File: src/hdl/dstq_reload.sv
// Reload count unit: remaining seconds of the front entry times counts per second.
// Two register stages (clamped subtract, then 32x33 multiply), saturating output.
// No package dependency; all ports are plain vectors.
`default_nettype none

module dstq_reload (
  input  wire logic        clk,
  input  wire logic [32:0] front_deadline,
  input  wire logic [31:0] now_sec,
  input  wire logic [31:0] cps,
  output logic [63:0]      reload_count
);

  logic [32:0] rem_r;
  logic [32:0] rem_nxt;
  logic [64:0] prod_r;
  logic [64:0] prod_nxt;

  always_comb begin
    // clamp a deadline that has already passed to zero
    if (front_deadline > {1'b0, now_sec}) begin
      rem_nxt = front_deadline - {1'b0, now_sec};
    end else begin
      rem_nxt = '0;
    end
    prod_nxt = {33'd0, cps} * {32'd0, rem_r};
  end

  always_ff @(posedge clk) begin
    rem_r  <= rem_nxt;
    prod_r <= prod_nxt;
  end

  assign reload_count = prod_r[64] ? {64{1'b1}} : prod_r[63:0];

endmodule

`default_nettype wire

File: config.mk
export PLATFORM = sky130hd
export DESIGN_NAME = dstq_reload
export DESIGN_NICKNAME = d
export VERILOG_FILES = /design/src/hdl/dstq_reload.sv
export SDC_FILE = /design/constraint.sdc
export NUM_CORES = 2
export LEC_CHECK = 0
export BUFFER_PORTS_ARGS = -buffer_cell sky130_fd_sc_hd__buf_2
export CAP_MARGIN = 10
export CORE_MARGIN = 5
export CORE_UTILIZATION = 35
export CTS_CLUSTER_DIAMETER = 200
export DETAILED_ROUTE_END_ITERATION = 6
export GPL_TIMING_DRIVEN = 0
export HOLD_SLACK_MARGIN = 0.03
export SYNTH_ARGS = -nofsm -noshare
export SYNTH_HDL_FRONTEND = slang
export SYNTH_SLANG_ARGS = --single-unit
File: constraint.sdc
create_clock -name clk -period 20.5 [get_ports clk]
set_clock_uncertainty 0.1 [all_clocks]
set_input_delay 0 -clock clk [delete_from_list [all_inputs] [get_ports clk]]
set_output_delay 0 -clock clk [all_outputs]
set_load 0.03 [all_outputs]
==> metrics.md <==
| Metric | Value |
|---|---|
| Final period utilization | 45.63% |
| Cell variety after synth | 65 |
| Post-CTS sizing | 0 |
| Initial drt markers | between 2000 and 3000 |
| Setup crit start | rem_r[16] |
| Unrepaired setup endpoints after global routing | no |
| Fillers | 11360 |
| Root buf cell | clkbuf_16 |
| Max Clock Freq | between 100 and 150 MHz |
| Startpoint class of the critical path | register |
| First-pass DRT Iterations | 6 |
| Rows | 122 |
| Hold Violations, Final | 0 |
| Number of global-route vias before repair | 32680 |
| Largest net degree at the start of global routing | 18 |
| Post-Synthesis Cells | 4364 |
| GRT Util Overall | 24.98% |
| Clock Pin Slew Worst Setup and Hold Paths | ~80 ps |
| Post-Place Setup Slack | around 11000 ps |
| Num CTS Buffers | 9 |
| Max_cap viols | 0 |
| Max_slew headroom | 13.41% |
| Vias | 30980 |
| Non-Filler Instances | 6058 |
| Final setup fails | 0 |
| Sequential fraction of the synthesis area | around 5.1% |
| Drc violations | 0 |
| Die height | 342.7 um |
| Critical Path AT | roughly 9600 ps |
| Max incr delay on CP | between 800 and 900 ps |
| H-tree levels | 3 |
| Syn_area_per_cell | 8.877 um^2 |
| Layout area overhead | 8.165% |
| Crit end category | register |
| Layout cells sized above 1 | 5.747% |
| Initial antenna violation count | 20 |
| DR WL/cell | 23.98 um |
| Vias per Instance | 5.114 |
| Min Clock Period, post-route | 9354 ps |
| Antenna Nets Post-Route | 0 |
| Slew @ Worst Pin | 1299 ps |
| Post-synthesis net count | 5685 |
| Worst path required time | 20740 ps |
| Nets | just under 6000 |
| Worst skew pair latency | 410 ps |
| Async SR Flop Fraction | 0% |
| First-pass GRT wire length | about 210000 um |
| Worst path bufs/invs | 8 |
| # IOs | 162 |
| Die ar. | 117400 um^2 |
| Max Slew Vio Count | 0 |
| Total routed wirelength | about 150000 um |
| Core area | 110400 um^2 |
| Cells after DPL | roughly 6000 |
| Reg2Reg Launch Point | rem_r[16] |
| Min-delay worst type | in -> reg |
| Maximum fanout along the worst path | 10 |
| Crit path top cell by count | fa_1 |
| #FFs+latches synth | 98 |
| Final WS setup | 11150 ps |
| Num Clock Sinks | 98 |
| Mapped cell area | 38740 um^2 |
| Crit path kind | reg -> reg |
| Hpwl dp | roughly 120000 um |
| Clock Path Buffers | 2 |
| Hold_sp | now_sec[18] |
| Synth Flop Type | dfxtp_1 |
| Initial Utilization | 35.10% |
| Largest delay share family, worst path | adder cells |
| GRT overflow | 0 |
| Port buffer count | 161 |
| TritonCTS clock tree | done |
| Die width | around 340 um |
| CP max-delay cell | a211oi_1 |
| Synth Warn # | 0 |
| Status | complete, no violations |
| RD Place Congestion | 0.9907 |
| Hold slack | between 50 and 60 ps |
| Post-synth EDFFs | 0 |
| Final setup TNS | 0 ps |
[cells in the final DEF (no fill, tap or decap), types with 17 or more instances in the layout]
| cell | Yosys | routed |
|---|---|---|
| a21oi_1 | 115 | 115 |
| or2_2 | 68 | 68 |
| a21o_1 | 49 | 49 |
| xnor2_1 | 48 | 48 |
| fa_1 | 927 | 927 |
| a211oi_1 | 18 | 18 |
| dlygate4sd3_1 | 0 | 18 |
| nor2_1 | 80 | 80 |
| ha_1 | 296 | 296 |
| and2_1 | 483 | 483 |
| inv_1 | 946 | 946 |
| nand2_1 | 666 | 666 |
| o21bai_1 | 17 | 17 |
| xor2_1 | 31 | 31 |
| o21ai_0 | 45 | 45 |
| dfxtp_1 | 98 | 98 |
| buf_2 | 4 | 165 |
| nand3_1 | 22 | 22 |
| nand4_1 | 17 | 17 |
| nor3_1 | 17 | 17 |
| clkbuf_1 | 236 | 236 |
[cell usage after synthesis (7+ instances only)]
cell	instances	area (um^2)
mux2i_1	7	70.07
nor3b_1	7	52.55
nand2b_1	8	50.05
or3_1	8	50.05
nor2_1	80	300.3
a211oi_1	18	135.1
ha_1	296	3704
clkbuf_1	236	885.9
o211ai_1	15	112.6
fa_1	927	18560
a21o_1	49	367.9
o21a_1	11	82.58
nand2_1	666	2500
nand4_1	17	106.4
o21bai_1	17	127.6
and2_1	483	3022
nor3_1	17	85.08
a31oi_1	11	68.82
a21oi_1	115	575.6
xnor2_1	48	420.4
inv_1	946	3551
dfxtp_1	98	1962
and4_1	8	70.07
o21ai_0	45	225.2
and3_1	12	75.07
or2_2	68	425.4
nand3_1	22	110.1
nor2b_1	14	87.58
xor2_1	31	271.5
[cells by family after synthesis]
kind of cell,Yosys count,synth area share (%)
simple gates,1430,18.32
fa+ha+maj,1223,57.46
buf+inv,1189,11.56
compound gates,338,5.623
flops,98,5.064
xor+xnor,79,1.786
mux,7,0.1809
[sequential cells by signal, summed over array words and instances, names as in the netlist]
register and count:
prod_r 65, rem_r 33
[through the flow]
stage / utilization [%] / instance area [um^2]
2_1_floorplan: - / 38740
4_1_cts: 37.94 / 41880
3_3_place_gp: 37.52 / 41410
3_5_place_dp: 37.52 / 41410
5_1_grt: 37.95 / 41890
6_report: 37.97 / 41900
[routing by layer]
metal / vias to the layer above / global-route usage [%] / share of wire, %
li1: 13270 / - / -
met1: 15790 / 30.03 / 37
met2: 1476 / 40.34 / 46
met3: 440 / 5.410 / 8.7
met4: 2 / 16.76 / 8.3
met5: - / 0 / 0.012
[layout make-up]
cell class | count | area [um^2] | area share (%)
clock inverter | 6 | 48.80 | 0.1165
timing repair buffer | 179 | 985.9 | 2.353
buffer | 243 | 928.4 | 2.216
tap | 1488 | 1862 | 4.443
antenna | 11 | 27.53 | 0.06569
clock buffer | 10 | 239.0 | 0.5703
sequential | 98 | 1962 | 4.682
multi-input combinational | 3077 | 32300 | 77.08
inverter | 946 | 3551 | 8.474
[worst register-to-register path, stage by stage, from the launching register on]
cell,delay (ps)
dfxtp_1,540
clkbuf_1,770
and2_1,290
fa_1,400
inv_1,80
fa_1,420
fa_1,520
fa_1,560
inv_1,60
fa_1,510
inv_1,60
fa_1,540
inv_1,50
fa_1,500
inv_1,60
fa_1,550
inv_1,60
ha_1,260
clkbuf_1,290
nand2_1,120
o21ai_1,210
a2111oi_0,100
a211oi_1,880
and4_1,420
o2111ai_1,420
o211ai_1,340
xnor2_1,170
[final timing paths]
path	endpoint	slack, ps	depth (start not counted)
worst min register to register	prod_r[0]	730	1
worst max register to register	prod_r[64]	11150	26
worst max-delay path	prod_r[64]	11150	26
worst min-delay path	rem_r[18]	50	5
[timing repair]
item,4_1_cts,5_1_grt
setup buffers,0,0
hold buffers,18,0
endpoints found under the hold margin,14,0
Power is left out: the tool's default activity adds up to more than one toggle a clock period on the data nets, which glitch-free logic cannot reach.
