**config.mk**
```make
export PLATFORM = sky130hd
export DESIGN_NAME = dstq_cell
export DESIGN_NICKNAME = d
export VERILOG_FILES = /design/src/hdl/dstq_pkg.sv /design/src/hdl/dstq_cell.sv
export SDC_FILE = /design/constraint.sdc
export NUM_CORES = 1
export LEC_CHECK = 0
export BUFFER_PORTS_ARGS = -buffer_cell sky130_fd_sc_hd__buf_2
export CORE_AREA = 4 4 114 116
export CTS_CLUSTER_SIZE = 28
export DETAILED_ROUTE_END_ITERATION = 10
export DIE_AREA = 0 0 118 120
export GPL_TIMING_DRIVEN = 0
export PLACE_DENSITY_LB_ADDON = 0.12
export SLEW_MARGIN = 10
export SYNTH_ARGS = -nofsm -noshare
export SYNTH_HDL_FRONTEND = slang
export SYNTH_SLANG_ARGS = --single-unit
```
**constraint.sdc**
```tcl
create_clock -name clk -period 2.3 [get_ports clk]
set_input_delay 0.115 -clock clk [delete_from_list [all_inputs] [get_ports clk]]
set_output_delay 0.115 -clock clk [all_outputs]
set_load 0.02 [all_outputs]
```
**src/hdl/dstq_pkg.sv**
```systemverilog
// Package for the deadline-sorted timer queue.
// Holds the item structs, queue entry type, cell control and status codes.
// No dependencies; used by the cell, the top level and the checker.
`default_nettype none

package dstq_pkg;

  localparam int QUEUE_DEPTH = 16;
  localparam int CNT_W       = $clog2(QUEUE_DEPTH + 1);

  localparam logic [31:0] CPS_RESET  = 32'd19200000;
  localparam logic        ACT_ADD    = 1'b0;
  localparam logic        ACT_EXPIRE = 1'b1;

  typedef enum logic [1:0] {
    ST_OK    = 2'd0,
    ST_FULL  = 2'd1,
    ST_EMPTY = 2'd2
  } status_t;

  typedef enum logic [1:0] {
    OP_HOLD  = 2'd0,
    OP_NEW   = 2'd1,
    OP_LEFT  = 2'd2,
    OP_RIGHT = 2'd3
  } cell_op_t;

  typedef enum logic [1:0] {
    S_IDLE = 2'd0,
    S_CALC = 2'd1,
    S_MUL  = 2'd2,
    S_OUT  = 2'd3
  } state_t;

  typedef struct packed {
    logic        action;
    logic [31:0] now_seconds;
    logic [30:0] delay_seconds;
    logic [7:0]  timer_tag;
  } in_item_t;

  typedef struct packed {
    status_t     status;
    logic        reload_valid;
    logic [63:0] reload_count;
    logic [7:0]  due_tag;
    logic [31:0] due_set_time;
    logic [31:0] due_now_time;
    logic        queue_empty;
  } out_item_t;

  typedef struct packed {
    logic [32:0] deadline;
    logic [7:0]  tag;
    logic [31:0] set_time;
  } entry_t;

  typedef struct packed {
    cell_op_t op;
    logic     occ;
  } cell_ctrl_t;

endpackage

`default_nettype wire

```
**src/hdl/dstq_cell.sv**
```systemverilog
// One cell of the sorted queue chain: holds one entry.
// Compares its deadline with the incoming one and loads from new, left or right.
// Depends on dstq_pkg.
`default_nettype none

module dstq_cell (
  input  wire logic               clk,
  input  wire dstq_pkg::cell_ctrl_t ctrl,
  input  wire dstq_pkg::entry_t   new_entry,
  input  wire dstq_pkg::entry_t   left_entry,
  input  wire dstq_pkg::entry_t   right_entry,
  output dstq_pkg::entry_t        entry,
  output logic                    le
);

  dstq_pkg::entry_t entry_r;

  // equal deadlines count as earlier so ties keep arrival order
  assign le    = ctrl.occ && (entry_r.deadline <= new_entry.deadline);
  assign entry = entry_r;

  always_ff @(posedge clk) begin
    case (ctrl.op)
      dstq_pkg::OP_HOLD:  entry_r <= entry_r;
      dstq_pkg::OP_NEW:   entry_r <= new_entry;
      dstq_pkg::OP_LEFT:  entry_r <= left_entry;
      dstq_pkg::OP_RIGHT: entry_r <= right_entry;
      default:            entry_r <= entry_r;
    endcase
  end

endmodule

`default_nettype wire

```
==> qor.yml <==
floorplan:
  die-area_mm2: 0.0142
  start_util_pct: 38.0
  die_x_um: 118
  pin_count: 297
  fp.coreArea_mm2: 0.0119
  fp-row-count: 40
  die_h_um: 120
critical_path:
  crit_arrival_ps: 2380
  worstSetupPathType: "reg2out"
  critical_path.startpoint_type: "flop"
  cp-end-kind: "output pin"
  required_ps: 2180
  crit_fanout: 3
timing:
  setup_viol_count_final: 1
  whs_ps: 103
  rsz0062_at_grt: "true"
  max_freq_mhz: 400
  fin_crit_ps: 2500
  hold_viol_final: 0
  slew_headroom_pct: 45.2
  worst_slack_ps: -198
  slew_violations: 0
  timing.final.crit_share_pct: 109
  worst_pin_slew_ps: 822
yosys:
  yosys-top-cells-area: "edfxtp_1 (48%), mux2i_1 (16%), a21oi_1 (9.4%)"
  ys_dominant_reg_cell: "edfxtp_1"
  yosys_warnings: 0
  synthTopCellsByCount: "a21oi_1 (85), nor2_1 (75), edfxtp_1 (73), mux2i_1 (73), inv_1 (36)"
  syn_inst: 437
  async_reset_ff_share_pct: 0
  netlist.area_leader.share_pct: 48.5
  synth_seq_cells: 73
  syn_avg_cell_area_um2: 10.4
  synth_nets: 693
  yosysSeqAreaShare_pct: 48.5
  synth_edf_count: 73
  synth_cell_types: 29
  synth_top_area_cell: "edfxtp_1"
  syn-cell-area_mm2: 0.00452
  synth.most_common_cell: "a21oi_1"
layout:
  largest_register_ffs: 73
  syn_to_final_growth_pct: 44.7
  fin_nets: 1002
  drive_gt1_share_pct: 43.3
  fin_cells: 896
clocking:
  cts_buffers: 9
  clockBufferDepth: 2
  cts.sinks: 73
  htreeDepth: 3
  clk_pin_slew_ps: 60
  cts_root_buf: "clkbuf_16"
  cts_tree: "done"
  hold_buffers: 0
route:
  drt-pass1-iter-count: 4
  vias_per_cell: 4.91
  routed_wl_mm: 14.7
  first_iter_violations: 145
  wl_per_cell_um: 16.4
  postRouteAntennaNets: 0
  drc: 0
  num_vias: 4395
pwr:
  p_leak_uw: 0.00328
  powerDensity_mw_per_mm2: 615
  peakVddDrop_uv: 408
status:
  status: "complete, but fails checks"
  violations: "negative setup slack"
global_route:
  grt.overflow.total: 0
  grt_pass1_wl_mm: 22.8
  grt_usage_pct: 20.3
  grt_pass1_vias: 4729
  antenna_found_initial: 2
  grt_start_max_net_pins: 41
placement:
  dp.cells: 879
  dp_hpwl_mm: 12.1
  routabilityCongestion: 0.848
  portBuffers: 294
hold_path:
  whs_path_depth: 3
  hold_class: "in2reg"
run:
  drv_cap: 0
[routing by layer]
layer  GRT usage [%]  share of wire, %  up-vias
met5               0             0.061        -
met4            8.86               2.7        2
met3            6.79               8.8       28
met2            36.8                51      191
met1            21.3                37     1970
li1                -                 -     2204
[worst max-delay path, stage by stage (launching register included)]
cell	delay (ps)
edfxtp_1	430
ha_4	300
nand4_1	140
or4_4	550
or4_4	440
o21ai_4	70
buf_6	130
[layout make-up]
cell class                 count  area [um^2]
buffer                        24         97.6
antenna                        1         2.50
clock buffer                  11          233
sequential                    73         2190
inverter                      36          135
fill                        1124         5370
clock inverter                 2         8.76
tap                          147          184
timing repair buffer         298         1520
multi-input combinational    304         2170
[kinds of logic (layout without fill, tap and decap cells)]
kind of cell / count (synthesis) / in the layout / share of synthesized area [%]
compound gates: 99 / 99 / 11.6
simple gates: 99 / 99 / 9.51
mux: 73 / 73 / 16.2
flops: 73 / 73 / 48.5
buf+inv: 60 / 371 / 5.14
fa+ha+maj: 33 / 33 / 9.13
other cells: 0 / 1 / 0
[metrics by stage]
stage | cell area [um^2] | power (uW) | setup slack [ps] | TNS (ps) | utilization (%)
after floorplan | 4520 | 2340 | 3.82 | 0 | -
after global placement | 6180 | 2800 | -692 | -50230 | 51.9
final | 6550 | 4030 | -198 | -198 | 55.0
after CTS | 6530 | 4060 | -188 | -188 | 54.8
after detailed placement | 6200 | 2820 | -93.0 | -3620 | 52.1
after global routing | 6550 | 4250 | -290 | -290 | 55.0
[worst paths after layout]
| kind | slack, ps | endpoint | from |
|---|---|---|---|
| max | -200 | le | entry[68]$_DFFE_PP_ |
| min | 100 | entry[39]$_DFFE_PP_ | new_entry[39] |
[timing repair]
| action | CTS | global route |
|---|---|---|
| cloned | 0 | 0 |
| pin swaps | 6 | 1 |
| setup endpoints to repair | 1 | 1 |
| gates resized for setup | 7 | 4 |
| endpoints found under the hold margin | 0 | 0 |
| setup buffers | 3 | 0 |
[cells in the final DEF (no fill, tap or decap), drive strengths merged, types with 4 or more instances in the layout]
cell / synthesis / layout
buf: 12 / 310
a21oi: 85 / 85
nor2: 75 / 75
mux2i: 73 / 73
edfxtp: 73 / 73
inv: 36 / 36
ha: 33 / 33
clkbuf: 12 / 23
nand4: 7 / 7
nand3: 6 / 6
o21ai: 4 / 4
[report_power, final]
part	switching, uW	total, uW	internal, uW
combinational	635	1100	470
sequential	63.8	1720	1650
clock	498	1200	707
(Power assumes the default switching activity.)
